<file path="src/design/apbb_pkg.sv">
package apbb_pkg;

   localparam int NUM_REGS   = 6;
   localparam int CSR_DATA_W = 64;
   localparam int CSR_ADDR_W = 6;
   localparam int FIELD_W    = 32;
   localparam int NUM_AXES   = 3;

   typedef logic [NUM_REGS-1:0][CSR_DATA_W-1:0] csr_regs_type;

   // register index codes, byte address is 8 * index
   typedef enum logic [2:0] {
      REG_ROW0_COLS01 = 3'd0,
      REG_ROW0_COLS23 = 3'd1,
      REG_ROW1_COLS01 = 3'd2,
      REG_ROW1_COLS23 = 3'd3,
      REG_ROW2_COLS01 = 3'd4,
      REG_ROW2_COLS23 = 3'd5
   } reg_idx_type;

   // identity matrix, no translation
   localparam csr_regs_type REG_RESET = {
      64'h0000_0000_0001_0000,   // row2_cols23
      64'h0000_0000_0000_0000,   // row2_cols01
      64'h0000_0000_0000_0000,   // row1_cols23
      64'h0001_0000_0000_0000,   // row1_cols01
      64'h0000_0000_0000_0000,   // row0_cols23
      64'h0000_0000_0001_0000    // row0_cols01
   };

   // transformed point handed to the box stage
   typedef struct packed {
      logic [NUM_AXES-1:0][FIELD_W-1:0] coord;
      logic                             restart;
      logic                             clipped;
   } xf_res_type;

endpackage

</file>
<file path="src/design/apbb_box.sv">
module apbb_box (
   input  logic                                   clock,
   input  logic                                   reset,
   input  logic                                   in_valid,
   output logic                                   in_ready,
   input  apbb_pkg::xf_res_type                   in_res,
   output logic                                   out_valid,
   input  logic                                   out_ready,
   output logic [apbb_pkg::NUM_AXES-1:0][apbb_pkg::FIELD_W-1:0] box_low,
   output logic [apbb_pkg::NUM_AXES-1:0][apbb_pkg::FIELD_W-1:0] box_high,
   output logic                                   box_valid,
   output logic                                   clipped
);
   import apbb_pkg::*;

   // the box registers double as the result register
   logic signed [FIELD_W-1:0] low_ff  [NUM_AXES];
   logic signed [FIELD_W-1:0] low_in  [NUM_AXES];
   logic signed [FIELD_W-1:0] high_ff [NUM_AXES];
   logic signed [FIELD_W-1:0] high_in [NUM_AXES];
   logic                      filled_ff, filled_in;
   logic                      vld_ff, vld_in;
   logic                      clip_ff;
   logic                      take;

   assign in_ready  = !vld_ff || out_ready;
   assign take      = in_valid && in_ready;
   assign out_valid = vld_ff;
   assign box_valid = filled_ff;
   assign clipped   = clip_ff;

   always_comb begin
      logic signed [FIELD_W-1:0] pt;
      filled_in = filled_ff;
      vld_in    = in_ready ? in_valid : vld_ff;
      for (int i = 0; i < NUM_AXES; i++) begin
         pt         = in_res.coord[i];
         low_in[i]  = low_ff[i];
         high_in[i] = high_ff[i];
         if (take) begin
            if (in_res.restart || !filled_ff) begin
               low_in[i]  = pt;
               high_in[i] = pt;
            end else begin
               if (pt < low_ff[i]) begin
                  low_in[i] = pt;
               end
               if (pt > high_ff[i]) begin
                  high_in[i] = pt;
               end
            end
         end
      end
      if (take) begin
         filled_in = 1'b1;
      end
   end

   always_comb begin
      for (int i = 0; i < NUM_AXES; i++) begin
         box_low[i]  = low_ff[i];
         box_high[i] = high_ff[i];
      end
   end

   always_ff @(posedge clock) begin
      if (reset) begin
         vld_ff    <= 1'b0;
         filled_ff <= 1'b0;
         for (int i = 0; i < NUM_AXES; i++) begin
            low_ff[i]  <= '0;
            high_ff[i] <= '0;
         end
      end else begin
         vld_ff    <= vld_in;
         filled_ff <= filled_in;
         low_ff    <= low_in;
         high_ff   <= high_in;
      end
   end

   always_ff @(posedge clock) begin
      if (take) begin
         clip_ff <= in_res.clipped;
      end
   end

endmodule
</file>
<file path="config.mk">
export PLATFORM = sky130hd
export DESIGN_NAME = apbb_box
export DESIGN_NICKNAME = d
export VERILOG_FILES = /design/src/design/apbb_pkg.sv /design/src/design/apbb_box.sv
export SDC_FILE = /design/constraint.sdc
export NUM_CORES = 1
export LEC_CHECK = 0
export BUFFER_PORTS_ARGS = -buffer_cell sky130_fd_sc_hd__clkbuf_2
export CAP_MARGIN = 20
export CORE_UTILIZATION = 35
export DETAILED_ROUTE_END_ITERATION = 10
export SYNTH_ARGS = -nofsm -noshare
export SYNTH_HDL_FRONTEND = slang
export SYNTH_SLANG_ARGS = --single-unit
export TNS_END_PERCENT = 50
</file>
<file path="constraint.sdc">
create_clock -name clock -period 4 [get_ports clock]
set_clock_uncertainty 0.05 [all_clocks]
set_input_delay 0.8 -clock clock [delete_from_list [all_inputs] [get_ports clock]]
set_output_delay 0.8 -clock clock [all_outputs]
set_load 0.02 [all_outputs]
</file>
After elaboration in Yosys (flattened, before gate mapping)
Cells that the tools add are included.

word-level totals
  output and inout bits = 196
  input bits = 102
  flip-flop bits (word level) = 195
  word-level logic and storage cells = 44

cells by class
  multiplexer cells = 12
  magnitude comparators = 6
  reductions and logical operators = 17

operator list
  kind               number
  $mux 32            12
  $gt 32x32->1       3
  $lt 32x32->1       3
  $reduce_and 2->1   6
  $reduce_bool 2->1  6
  $logic_not 1->1    2
  $logic_or 1x1->1   2
  $logic_and 1x1->1  1

Longest topological paths before layout
  depth after elaboration = 4
  depth in mapped cells = 11
  gate-level depth less buffers = 9

Worst setup path after synthesis
No wires, ideal clock.

  path kind = in2reg
  start = in in_res[83] (netlist name)
  end = reg low_ff (netlist bit box_low[85])
  buffers on the path = 2
  slack = 0.895 ns
  data required time = 3.878 ns
  arrival time = 2.984 ns
  stages = 10
  setup time = 0.072 ns
  path through = ha_1 -> a21oi_1 -> o21ai_0 -> a221o_1 -> a2111oi_0 -> a21oi_1 -> nor3b_1 -> buf_2 -> buf_6 -> mux2i_1

on the way
  cells in the longest elaborated chain, start to end = 3

ends and longest elaborated chain
  element                      line            RTL
  start, declared              apbb_box.sv:6   input apbb_pkg::xf_res_type in_res,
  $lt 32x32->1                 apbb_box.sv:45  if (pt < low_ff[i]) begin
  $reduce_bool 2->1 (no line)  --
  $reduce_and 2->1 (no line)   --
  end signal, assigned         apbb_box.sv:77  low_ff <= low_in;
  end, declared                apbb_box.sv:17  logic signed [FIELD_W-1:0] low_ff [NUM_AXES];

Every way passes these cells.
A chain may end at the register's enable or synchronous reset.

Final worst setup path
  start = in in_res[33] (netlist name)
  end = reg low_ff (netlist bit box_low[0])

The elaborated chain is that of the path after synthesis.

==> qor.txt <==
count leader, synth -> nand2b_1
Vias/cell -> 4.98
leakage -> 0.00722 uW
via count -> 10867
clk_lat worst skew -> 470 ps
first-pass GRT wire length -> 57600 um
Top Ports -> 298
Post-Synthesis Cells -> 1433
Resized cells post-CTS -> 0
buffers added on ports -> 297
fin crit share -> 80.1%
row count -> 69
Worst Path Required -> 4340 ps
Yosys cell types -> 52
CP arrival -> 3550 ps
Critical Path Sink -> box_low[0]
full die area -> 37600 um^2
synthesized area -> 12900 um^2
flop and latch count out of synthesis -> 195
Initial Utilization -> 35.9%
Pre-Repair DR Iteration Count -> 4
max_cap viols -> 0
worst setup path startpoint -> in_res[33]
maximum vdd drop -> 315 uV
worst-path fanout max -> 23
syn_nets -> 1724
Hold Path Class -> flip-flop to flip-flop
area share of the largest cell type after synthesis -> 30.2%
Slew @ Worst Pin -> 830 ps
dpl cell area -> 14900 um^2
die height -> 194 um
CTS clk-pin slew, worst paths -> 80 ps
Setup Fix Bufs, Post-CTS -> 0
Max Clock Freq -> 312 MHz
Final min period -> 3200 ps
drt drc -> 0
Worst R2R Path Depth -> 10
Register Area -> 3910 um^2
Syn. warnings -> 0
Chip Width -> 194 um
GRT overflow -> 0
CTS Sinks -> 195
Avg WL per Cell -> 16.3 um
DRT Wirelength -> 35500 um
Mean Syn Cell Area -> 8.99 um^2
Yosys top cell by area -> dfxtp_1
Hold Vio Cnt, Final -> 0
Final Cell Area -> 15500 um^2
CP Launch Type -> input port
GP Congestion -> 0.824
CTS Hold Bufs -> 0
DRT antenna net count -> 0
PwrDens -> 350 nW/um^2
Final HPWL DP -> 27500 um
Worst Setup Path Type -> input port to flip-flop
async set-reset flop share out of synthesis -> 0%
Area Overhead vs Synth -> 20.3%
RSZ-0062 raised after global routing -> false
vias in the first global route -> 10798
initial DRC count -> 368
reg2reg start -> box_low[31]
TNS Setup -> 0 ps
crit-path cells -> clkbuf_2 -> ha_1 -> nand4_1 -> nor3_1 -> nand4_1 -> o211ai_1 -> nor3_2 -> nor3_2 -> buf_12 -> mux2i_1
Pins Over Slew Limit -> 0
Core ar. -> 35900 um^2
CTS Root Cell -> clkbuf_16
sequential fraction of the synthesis area -> 30.4%
GRT Util Overall -> 19.1%
RR Endpoint -> box_low[0]
top cells by area, synth -> dfxtp_1 30%, ha_1 18%, mux2i_1 13%
number of synthesized flops with an enable pin -> 1
CTS buffer count -> 17
slowest stage delay, CP -> 710 ps
Final #Nets -> 1999
ys flop type -> dfxtp_1
CP Capture Type -> flip-flop
Slew Limit Headroom -> 44.4%
Setup violations, final -> 0
layout cell share with drive strength beyond 1 -> 21.0%
worst reg2reg setup slack -> 810 ps
largest net degree at the start of global routing -> 128
CTS tree -> done
initial antenna violation count -> 2
FILL cells -> 3609
Synth top cells by count -> 235 x nand2b_1, 199 x inv_1, 194 x dfxtp_1
Hold Path Cell Cnt -> 2
H-tree depth -> 4
clock buffer depth -> 2
outcome -> finished, final reports clean
multi-input logic area -> 7950 um^2
Slowest cell on crit path -> nor3_2
## stage by stage
step	instances	total power (uW)	utilization (%)	worst slack (ps)	hold WS (ps)
detailed placement	2150	3670	41.5	363	433
finish	2184	5430	43.2	796	441
global placement	2150	3650	41.5	467	425
CTS	2182	5510	43.1	833	444
floorplan	1433	3180	-	895	508
global route	2184	5760	43.2	564	461
## kinds of logic (layout without fill, tap and decap cells)
family	after synthesis	after routing	synth area share (%)
other cells	0	2	0
fa+ha+maj	189	189	18.4
mux	161	161	12.5
simple gates	435	435	20.3
buf+inv	261	549	8.24
flops	195	195	30.4
compound gates	192	192	10.2
## routing by layer
layer,up-vias,track usage [%],routed length (um)
met5,-,0,0
met4,0,5.94,663
met3,37,5.83,2360
met2,256,31.3,16200
met1,5067,24.0,16300
li1,5507,-,-
## cell usage in the layout (no fill, tap or decap), types with 3 or more instances in the layout
cell type / Yosys / routed
dfxtp_1: 194 / 194
buf_4: 1 / 16
a21oi_1: 71 / 70
inv_6: 0 / 7
o211ai_1: 4 / 4
or2b_1: 26 / 26
o31ai_1: 34 / 34
o21bai_1: 3 / 3
mux2i_1: 161 / 161
clkbuf_16: 0 / 17
and3_1: 5 / 5
clkinv_2: 0 / 3
nor2_1: 24 / 24
a2111o_1: 5 / 5
nor2b_1: 7 / 7
inv_1: 199 / 199
o311ai_0: 3 / 3
o21a_1: 11 / 11
nand2_1: 37 / 37
a221o_1: 4 / 4
nand4_1: 30 / 30
a41oi_1: 3 / 3
nand2b_1: 235 / 235
nor3_1: 13 / 11
o21ai_0: 7 / 7
a21o_1: 20 / 20
clkbuf_2: 0 / 296
ha_1: 189 / 189
buf_12: 3 / 5
or4_1: 32 / 32
a21boi_0: 8 / 8
nand3_1: 18 / 18
## final cells by class
cell class,count,share of cell area (%)
clock inverter,15,1.09
antenna,2,0.0323
tap,461,3.72
clock buffer,17,2.75
sequential,195,25.3
multi-input combinational,977,51.3
inverter,199,4.82
timing repair buffer,318,11.1
## registers in the layout (all words and copies together), names as in the netlist
| register | cells |
|---|---|
| box_high | 96 |
| box_low | 96 |
| box_valid | 1 |
| clipped | 1 |
| out_valid | 1 |
## power by group
group | switching (uW) | total [uW] | internal (uW) | leakage (uW)
clock network | 870 | 1810 | 938 | 0.000292
registers | 117 | 2210 | 2090 | 0.00161
logic | 833 | 1410 | 581 | 0.00532
## worst max-delay path: cells and delay by family
kind                     cells  cell delay (ps)
AO/OA/AOI/OAI                1              330
adder cells (fa/ha/maj)      1              390
multiplexers                 1              190
buffers and inverters        2              380
AND/OR/NAND/NOR              5             1450
## worst min-delay path by stage
stage                       startpoint           end
after floorplan           box_high[65]  box_high[65]
after global placement      box_low[0]    box_low[0]
after detailed placement   box_low[34]   box_low[34]
after CTS                    in_res[0]       clipped
after global routing        box_low[0]    box_low[0]
final                      box_low[34]   box_low[34]
(Power assumes the default switching activity.)
