===== config.mk =====
export PLATFORM = sky130hd
export DESIGN_NAME = apbb_csr
export DESIGN_NICKNAME = d
export VERILOG_FILES = /design/src/design/apbb_pkg.sv /design/src/design/apbb_csr.sv
export SDC_FILE = /design/constraint.sdc
export NUM_CORES = 1
export LEC_CHECK = 0
export ABC_AREA = 1
export BUFFER_PORTS_ARGS = -buffer_cell sky130_fd_sc_hd__buf_2
export CORE_AREA = 2 2 204 206
export CTS_BUF_LIST = sky130_fd_sc_hd__clkbuf_8
export CTS_CLUSTER_SIZE = 14
export DETAILED_ROUTE_END_ITERATION = 16
export DIE_AREA = 0 0 206 208
export SLEW_MARGIN = 5
export SYNTH_ARGS = -nofsm -noshare
export SYNTH_HDL_FRONTEND = slang
export SYNTH_SLANG_ARGS = --single-unit

===== constraint.sdc =====
create_clock -name clock -period 3 [get_ports clock]
set_clock_uncertainty 0.15 [all_clocks]
set_input_delay 0.6 -clock clock [delete_from_list [all_inputs] [get_ports clock]]
set_output_delay 0.6 -clock clock [all_outputs]
set_load 0.1 [all_outputs]

===== src/design/apbb_pkg.sv =====
package apbb_pkg;

   localparam int NUM_REGS   = 6;
   localparam int CSR_DATA_W = 64;
   localparam int CSR_ADDR_W = 6;
   localparam int FIELD_W    = 32;
   localparam int NUM_AXES   = 3;

   typedef logic [NUM_REGS-1:0][CSR_DATA_W-1:0] csr_regs_type;

   // register index codes, byte address is 8 * index
   typedef enum logic [2:0] {
      REG_ROW0_COLS01 = 3'd0,
      REG_ROW0_COLS23 = 3'd1,
      REG_ROW1_COLS01 = 3'd2,
      REG_ROW1_COLS23 = 3'd3,
      REG_ROW2_COLS01 = 3'd4,
      REG_ROW2_COLS23 = 3'd5
   } reg_idx_type;

   // identity matrix, no translation
   localparam csr_regs_type REG_RESET = {
      64'h0000_0000_0001_0000,   // row2_cols23
      64'h0000_0000_0000_0000,   // row2_cols01
      64'h0000_0000_0000_0000,   // row1_cols23
      64'h0001_0000_0000_0000,   // row1_cols01
      64'h0000_0000_0000_0000,   // row0_cols23
      64'h0000_0000_0001_0000    // row0_cols01
   };

   // transformed point handed to the box stage
   typedef struct packed {
      logic [NUM_AXES-1:0][FIELD_W-1:0] coord;
      logic                             restart;
      logic                             clipped;
   } xf_res_type;

endpackage


===== src/design/apbb_csr.sv =====
module apbb_csr (
   input  logic                             clock,
   input  logic                             reset,
   input  logic                             csr_psel,
   input  logic                             csr_penable,
   input  logic                             csr_pwrite,
   input  logic [apbb_pkg::CSR_ADDR_W-1:0]  csr_paddr,
   input  logic [apbb_pkg::CSR_DATA_W-1:0]  csr_pwdata,
   output logic [apbb_pkg::CSR_DATA_W-1:0]  csr_prdata,
   output logic                             csr_pready,
   output apbb_pkg::csr_regs_type           regs
);
   import apbb_pkg::*;

   csr_regs_type regs_ff, regs_in;
   logic [2:0]   idx;
   logic         wr_en;

   assign idx        = csr_paddr[CSR_ADDR_W-1:3];
   assign wr_en      = csr_psel && csr_penable && csr_pwrite;
   assign csr_pready = 1'b1;
   assign regs       = regs_ff;

   always_comb begin
      regs_in = regs_ff;
      for (int i = 0; i < NUM_REGS; i++) begin
         if (wr_en && (idx == 3'(i))) begin
            regs_in[i] = csr_pwdata;
         end
      end
   end

   always_comb begin
      csr_prdata = '0;
      for (int i = 0; i < NUM_REGS; i++) begin
         if (idx == 3'(i)) begin
            csr_prdata = regs_ff[i];
         end
      end
   end

   always_ff @(posedge clock) begin
      if (reset) begin
         regs_ff <= REG_RESET;
      end else begin
         regs_ff <= regs_in;
      end
   end

endmodule


# --- Word-level counts from Yosys, hierarchy flattened ---
# Cells that the tools add are included.
totals:
  reg_bits: 384
  latchBits: 0
  ram_bits: 0
  rom_bits: 0
  output_inout_bits: 449
  word_cells: 26
  n_memories: 0
op_classes:
  addsub: 0
  mul: 0
  n_div: 0
  order_cmp: 0
  n_eq_ne: 5
  shifts: 0
  mux: 6
  bitwise_logic: 0
  reduce_logical: 9
ops:
  columns: ["cell", "n"]
  rows:
  - ["$mux 64", 6]
  - ["$logic_and 1x1->1", 8]
  - ["$eq 3x2->1 const B", 2]
  - ["$eq 3x3->1 const B", 2]
  - ["$eq 3x1->1 const B", 1]
  - ["$logic_not 3->1", 1]

# --- Longest topological paths before layout ---
# Gate-level depths: netlist of run 1.
logic_depth:
  depth_word: 7
  depth_mapped: 8
  mapped_depth_nobuf: 7

# --- Worst setup path before layout of run 1 ---
# Ideal clock, no wire load.
synth_path:
  kind: "input to output"
  start: "input port csr_paddr[4] (netlist name)"
  end: "output port csr_prdata[11] (netlist name)"
  arrival_time_ns: 2.165
  slack_ns: 0.085
  path_stages: 8
  n_path_buf: 2
  cell_sequence: "inv_2 > nor2_1 > nand2_1 > inv_1 > buf_2 > buf_2 > nand2_1 > nand4_1"
synth_via:
  elab_chain_len: 7
synth_lines:
  columns: ["item", "line_no", "source"]
  rows:
  - ["start, declared", "apbb_csr.sv:7", "input logic [apbb_pkg::CSR_ADDR_W-1:0] csr_paddr,"]
  - ["$logic_not 3->1", "apbb_csr.sv:36", "if (idx == 3'(i)) begin"]
  - ["$mux 64 (5 in a row)", "apbb_csr.sv:36", null]
  - ["$mux 64 *", "apbb_csr.sv:36", null]
  - ["end, declared", "apbb_csr.sv:9", "output logic [apbb_pkg::CSR_DATA_W-1:0] csr_prdata,"]
# Mark *: on every way between the ends. The rest lies on a longest branch, timed or not.

# --- Worst setup path in the final report of run 1 ---
layout_path:
  start: "input port csr_paddr[3] (netlist name)"
  end: "output port csr_prdata[14] (netlist name)"
# Same word-level chain as after synthesis.

==> results_dict.tcl, run 1 <==
set metrics [dict create \
    remaining_drc_errors 0 \
    worstSetupEndpointType "output port" \
    yosys.area.top_type_share 0.481 \
    drt_iter0_drc 1577 \
    clkTransAtPathRegs_ns 0.06 \
    required_ns 2.25 \
    post-place-ws_ns 0.0640 \
    ir_drop_mv 0.340 \
    synth_cell_types 22 \
    path_depth 8 \
    worstSkewPairLatency_ns 0.62 \
    maxSlewViolCount 0 \
    layout_setup_ws_ns 0.105 \
    synthTopCellsByArea "dfxtp_1, nor2_1, o21ai_0" \
    cpLargestDelayFamily "buffers and inverters" \
    grt_max_degree 106 \
    die_x_um 206 \
    layout_common_cells "nor2_1, buf_2, dfxtp_1" \
    critical_path_class "input port to output port" \
    cp_slowest_cell "buf_12" \
    slowest_delay_ns 0.27 \
    hold_viol 0 \
    largest_reg_flops 384 \
    syn_to_final_growth_pct 33.9 \
    tightestPinTransition_ns 0.621 \
    rsz0062_at_grt "false" \
    htreeDepth 3 \
    initial_core_util 0.394 \
    drive_gt1_frac 0.245 \
    synth_fp_nets 2333 \
    gp_congestion 0.871 \
    seq_area_frac_synth 0.481 \
    startpoint "csr_paddr[3]" \
    status "finished clean" \
    coreArea_mm2 0.0406 \
    cp.arrival_ns 2.14 \
    ys_ff_latch 384 \
    ant_nets 0 \
    worstHoldPathType "input port to flip-flop" \
    antenna_found_initial 6 \
    wl_per_cell_um 20.7 \
    final_common_cell "nor2_1" \
    port_buffers 519 \
    avgSynthCellArea_um2 7.08 \
    p_leak_nw 10.5 \
    grt_pass1_vias 16600 \
    ys_warn_count 0 \
    worstPathMaxFanout 38 \
    syn_inst 2258 \
    cts.sinks 384 \
    r2r_slack_ns 2.10 \
    rr_worst_depth 2 \
    p_per_area_mw_per_mm2 523 \
    num_rows 74 \
    min_period_ns 2.89 \
    cts_buffer_depth 3 \
    place_hpwl_um 43700 \
    yosysTopAreaCell "dfxtp_1" \
    stdcell_area_mm2 0.0214 \
    cts-root-buf "clkbuf_8" \
    grt_pass1_wl_um 102000 \
    synth_area_mm2 0.0160 \
    path_buf_inv 4 \
    die_y_um 208 \
    vias_per_cell 5.41 \
    max-slew-margin-rel 0.586 \
    dieArea_mm2 0.0428 \
    tns_ns 0 \
    cap_violations 0 \
    startpoint_type "input port" \
    r2r-end "regs[276]" \
    cts_tree "yes" \
    final_net_count 2788 \
    grt_overflow 0 \
    vias 17800 \
    reg2reg_from "regs[276]" \
    dpl_cell_area_mm2 0.0201 \
    fmax_ghz 0.345 \
    finalSetupViolCount 0 \
    track_usage 0.307 \
    io-pin-count 524 \
    crit_end "csr_prdata[14]" \
    crit_chain "buf_4 > nor2_4 > nand2_1 > inv_2 > buf_12 > nand2_1 > nand4_1 > buf_12" \
    fin_crit_sh 0.965 \
    wirelength_um 68300 \
    hold_buffers 0 \
    first_pass_iters 6 \
    cts_made_buffers 70 \
]
==> worst min path at each step <==
| stage | from | end | slack, ns | cells past startpoint |
|---|---|---|---|---|
| floorplan | reset | regs[16] | 0.55 | 2 |
| global placement | regs[16] | regs[16] | 0.33 | 2 |
| detailed placement | regs[16] | regs[16] | 0.34 | 2 |
| CTS | csr_pwdata[59] | regs[123] | 0.06 | 3 |
| global route | csr_pwdata[54] | regs[182] | 0.10 | 3 |
| finish | csr_pwdata[54] | regs[118] | 0.11 | 3 |
==> kinds of logic after synthesis <==
kind of cell,Yosys count,synth area share
AOI/OAI and AO/OA,574,0.180
buffers and inverters,320,0.0817
DFF,384,0.481
other,1,0.000234
and+or+nand+nor,979,0.258
==> routing by layer <==
metal / GRT usage / part of all wire / vias to the layer above
met5: 0 / 0.00040 / -
met3: 0.0713 / 0.097 / 188
li1: - / - / 8376
met4: 0.150 / 0.047 / 4
met1: 0.393 / 0.40 / 8339
met2: 0.483 / 0.46 / 925
==> metrics by stage <==
stage / hold WS, ns / instances / power [W] / utilization
after detailed placement: 0.341 / 3173 / 0.00662 / 0.496
after floorplan: 0.550 / 2258 / 0.00619 / -
after CTS: 0.0575 / 3290 / 0.0113 / 0.528
after global placement: 0.330 / 3173 / 0.00662 / 0.496
final: 0.107 / 3296 / 0.0112 / 0.528
after global routing: 0.102 / 3293 / 0.0116 / 0.528
==> report_power, final <==
part | switching (W) | internal, W
registers | 0.0000538 | 0.00517
clock network | 0.00221 | 0.00247
logic | 0.00106 | 0.000244
total | 0.00332 | 0.00788
==> cell type report <==
cell class / instances / area [µm²]
Antenna cell: 6 / 15.0
Clock buffer: 82 / 1130
Clock inverter: 35 / 160
Fill cell: 3982 / 19100
Inverter: 138 / 528
Multi-Input combinational cell: 1554 / 7050
Sequential cell: 384 / 7690
Tap cell: 532 / 666
Timing Repair Buffer: 565 / 4200
==> repair_timing <==
item	4_1_cts	5_1_grt
gates resized for setup	0	1
setup endpoints to repair	0	3
buffers inserted	0	0
==> synth_stat cells <==
library cell / number
nand4_1: 128
clkbuf_2: 2
nand3_1: 66
inv_1: 133
nor2_1: 515
o21ai_1: 33
o21ai_0: 350
buf_2: 74
dfxtp_1: 384
nor2_2: 1
conb_1: 1
nor3_1: 1
nand3_4: 1
nor2_4: 3
a21oi_1: 190
nand3_2: 1
buf_4: 3
inv_2: 5
buf_1: 13
clkbuf_1: 90
nand2_1: 263
o211ai_1: 1
==> worst reg2reg max path, delay by kind of cell (launching register included) <==
kind / cells / cell delay (ns)
flops: 1 / 0.33
compound gates: 2 / 0.30
No activity file was read; power rests on OpenSTA's default activity.
==> run 2: changes to the inputs <==
- ABC_AREA: 1 -> default
- CORE_AREA: 2 2 204 206 -> 2 2 206 208
- DIE_AREA: 0 0 206 208 -> 0 0 208 210
- GPL_ROUTABILITY_DRIVEN: default -> 0
- PLACE_DENSITY: default -> 0.72
==> results_dict.tcl, run 2 <==
set metrics [dict create \
    cp_slowest_cell "or4bb_1" \
    startpoint_type "input port" \
    drt_iter0_drc 1019 \
    post_cts_buffers 0 \
    vias_per_cell 5.59 \
    tns_ns 0 \
    ys_ff_latch 384 \
    drive_gt1_frac 0.335 \
    power.share.switching 0.284 \
    reg2reg_from "regs[248]" \
    synthTopCellsByArea "dfxtp_1, mux2i_1, nand2b_1" \
    path_depth 6 \
    switchingPower_w 0.00333 \
    synth_fp_nets 2007 \
    layout_setup_ws_ns 0.0848 \
    max-slew-margin-rel 0.448 \
    startpoint "csr_paddr[5]" \
    seq_area_frac_synth 0.403 \
    worstSetupEndpointType "output port" \
    finalSetupViolCount 0 \
    critical_path_class "input port to output port" \
    syn_inst 1932 \
    fin_crit_sh 0.972 \
    r2r-end "regs[248]" \
    cts_made_buffers 67 \
    synth_cell_types 34 \
    pwr-share-seq 0.441 \
    worstSkewPairLatency_ns 0.62 \
    fmax_ghz 0.343 \
    io-pin-count 524 \
    worstHoldPathType "input port to flip-flop" \
    crit_end "csr_prdata[32]" \
    antenna_found_initial 2 \
    cpLargestDelayFamily "buffers and inverters" \
    initial_core_util 0.460 \
    final_net_count 2479 \
    hold_viol 0 \
    p_clk_frac 0.422 \
    coreArea_mm2 0.0415 \
    avgSynthCellArea_um2 9.87 \
    grt_max_degree 76 \
    cts_tree "yes" \
    combPwrFrac 0.138 \
    first_pass_iters 5 \
    track_usage 0.271 \
    num_rows 75 \
    cp.arrival_ns 2.17 \
    post-place-ws_ns 0.0242 \
    grt_pass1_wl_um 95200 \
    cap_violations 0 \
    final_common_cell "buf_2" \
    r2r_slack_ns 2.15 \
    grt_pass1_vias 16800 \
    synth_area_mm2 0.0191 \
    die_x_um 208 \
    synth_common_cells "nand2b_1, dfxtp_1, mux2i_1" \
    dieArea_mm2 0.0437 \
    synth.most_common_cell "nand2b_1" \
    grt_overflow 0 \
    maxSlewViolCount 0 \
    status "finished clean" \
    clkTransAtPathRegs_ns 0.06 \
    p_per_area_mw_per_mm2 474 \
    rr_worst_depth 2 \
    die_y_um 210 \
    required_ns 2.25 \
    path_buf_inv 3 \
    crit_chain "buf_8 > buf_12 > or4bb_1 > o211ai_1 > a22o_2 > buf_12" \
    min_period_ns 2.92 \
    crit_path_frequent_cell "buf_12" \
    synth_edf_count 0 \
    htreeDepth 3 \
    slowest_delay_ns 0.52 \
    p_int_w 0.00840 \
    worstPathMaxFanout 40 \
    rsz0062_at_grt "false" \
    wirelength_um 61900 \
    yosys.area.top_type_share 0.403 \
    layout_common_cells "buf_2, nand2b_1, mux2i_1, dfxtp_1, clkbuf_8" \
    syn_to_final_growth_pct 29.8 \
    synthFlopType "dfxtp_1" \
    ir_drop_mv 0.447 \
    remaining_drc_errors 0 \
    largest_reg_flops 384 \
    place_hpwl_um 41700 \
    vias 16700 \
    ant_nets 0 \
    port_buffers 519 \
    ys_warn_count 0 \
    tightestPinTransition_ns 0.828 \
    async_reset_ff_frac 0 \
    cts.sinks 384 \
    wl_per_cell_um 20.7 \
    yosysTopAreaCell "dfxtp_1" \
    cts-root-buf "clkbuf_8" \
    cts_buffer_depth 3 \
    p_leak_nw 12.2 \
]
[run 2: worst min path at each step]
stage,slack (ns),startpoint,endpoint,cells past startpoint
after floorplan,0.61,csr_pwdata[48],regs[176],2
after global placement,0.32,regs[12],regs[12],2
after detailed placement,0.32,regs[119],regs[119],2
after CTS,0.07,csr_pwdata[48],regs[176],3
after global routing,0.12,csr_pwdata[16],regs[336],3
final,0.12,csr_pwdata[48],regs[176],3
[run 2: final cells by class]
cell class	count	area, µm²
Inverter	63	236
Clock inverter	27	125
Antenna cell	1	2.50
Multi-Input combinational cell	1298	10300
Timing Repair Buffer	590	4440
Clock buffer	92	1270
Fill cell	3463	16700
Tap cell	539	674
Sequential cell	384	7690
[run 2: cells by family (layout without fill, tap and decap cells)]
group	after synthesis	after routing	share of synthesized area
and+or+nand+nor	657	657	0.232
muxes	384	384	0.202
DFF	384	384	0.403
AOI/OAI and AO/OA	256	256	0.101
buffers and inverters	250	772	0.0625
other	1	2	0.000197
[run 2: power groups by stage]
stage	logic [W]	registers [W]	clock network (W)
6_report	0.00162	0.00517	0.00495
5_1_grt	0.00168	0.00517	0.00527
4_1_cts	0.00161	0.00517	0.00505
3_5_place_dp	0.00161	0.00528	0
3_3_place_gp	0.00159	0.00528	0
2_1_floorplan	0.000854	0.00555	0
[run 2: worst min-delay path: stages]
cell and delay, ns:
buf_2 0.10, nor2_1 0.05, mux2i_1 0.10
[run 2: per-layer routing]
layer  wire length (µm)  GRT usage
met3               4600     0.0736
met4               2720      0.128
met5                 11          0
met1              24900      0.323
met2              29700      0.454
[run 2: what timing repair did]
item / in CTS / in global routing
setup endpoints to repair: 0 / 4
gates resized for setup: 0 / 2
hold buffers: 0 / 0
[run 2: per-stage QoR]
step	cells	instance area [µm²]	util	total power, W	hold WS [ns]
2_1_floorplan	1932	19200	-	0.00640	0.611
3_3_place_gp	2874	23300	0.563	0.00687	0.317
3_5_place_dp	2874	23300	0.563	0.00689	0.325
4_1_cts	2993	24700	0.596	0.0118	0.0707
5_1_grt	2994	24700	0.596	0.0121	0.120
6_report	2994	24700	0.596	0.0117	0.117
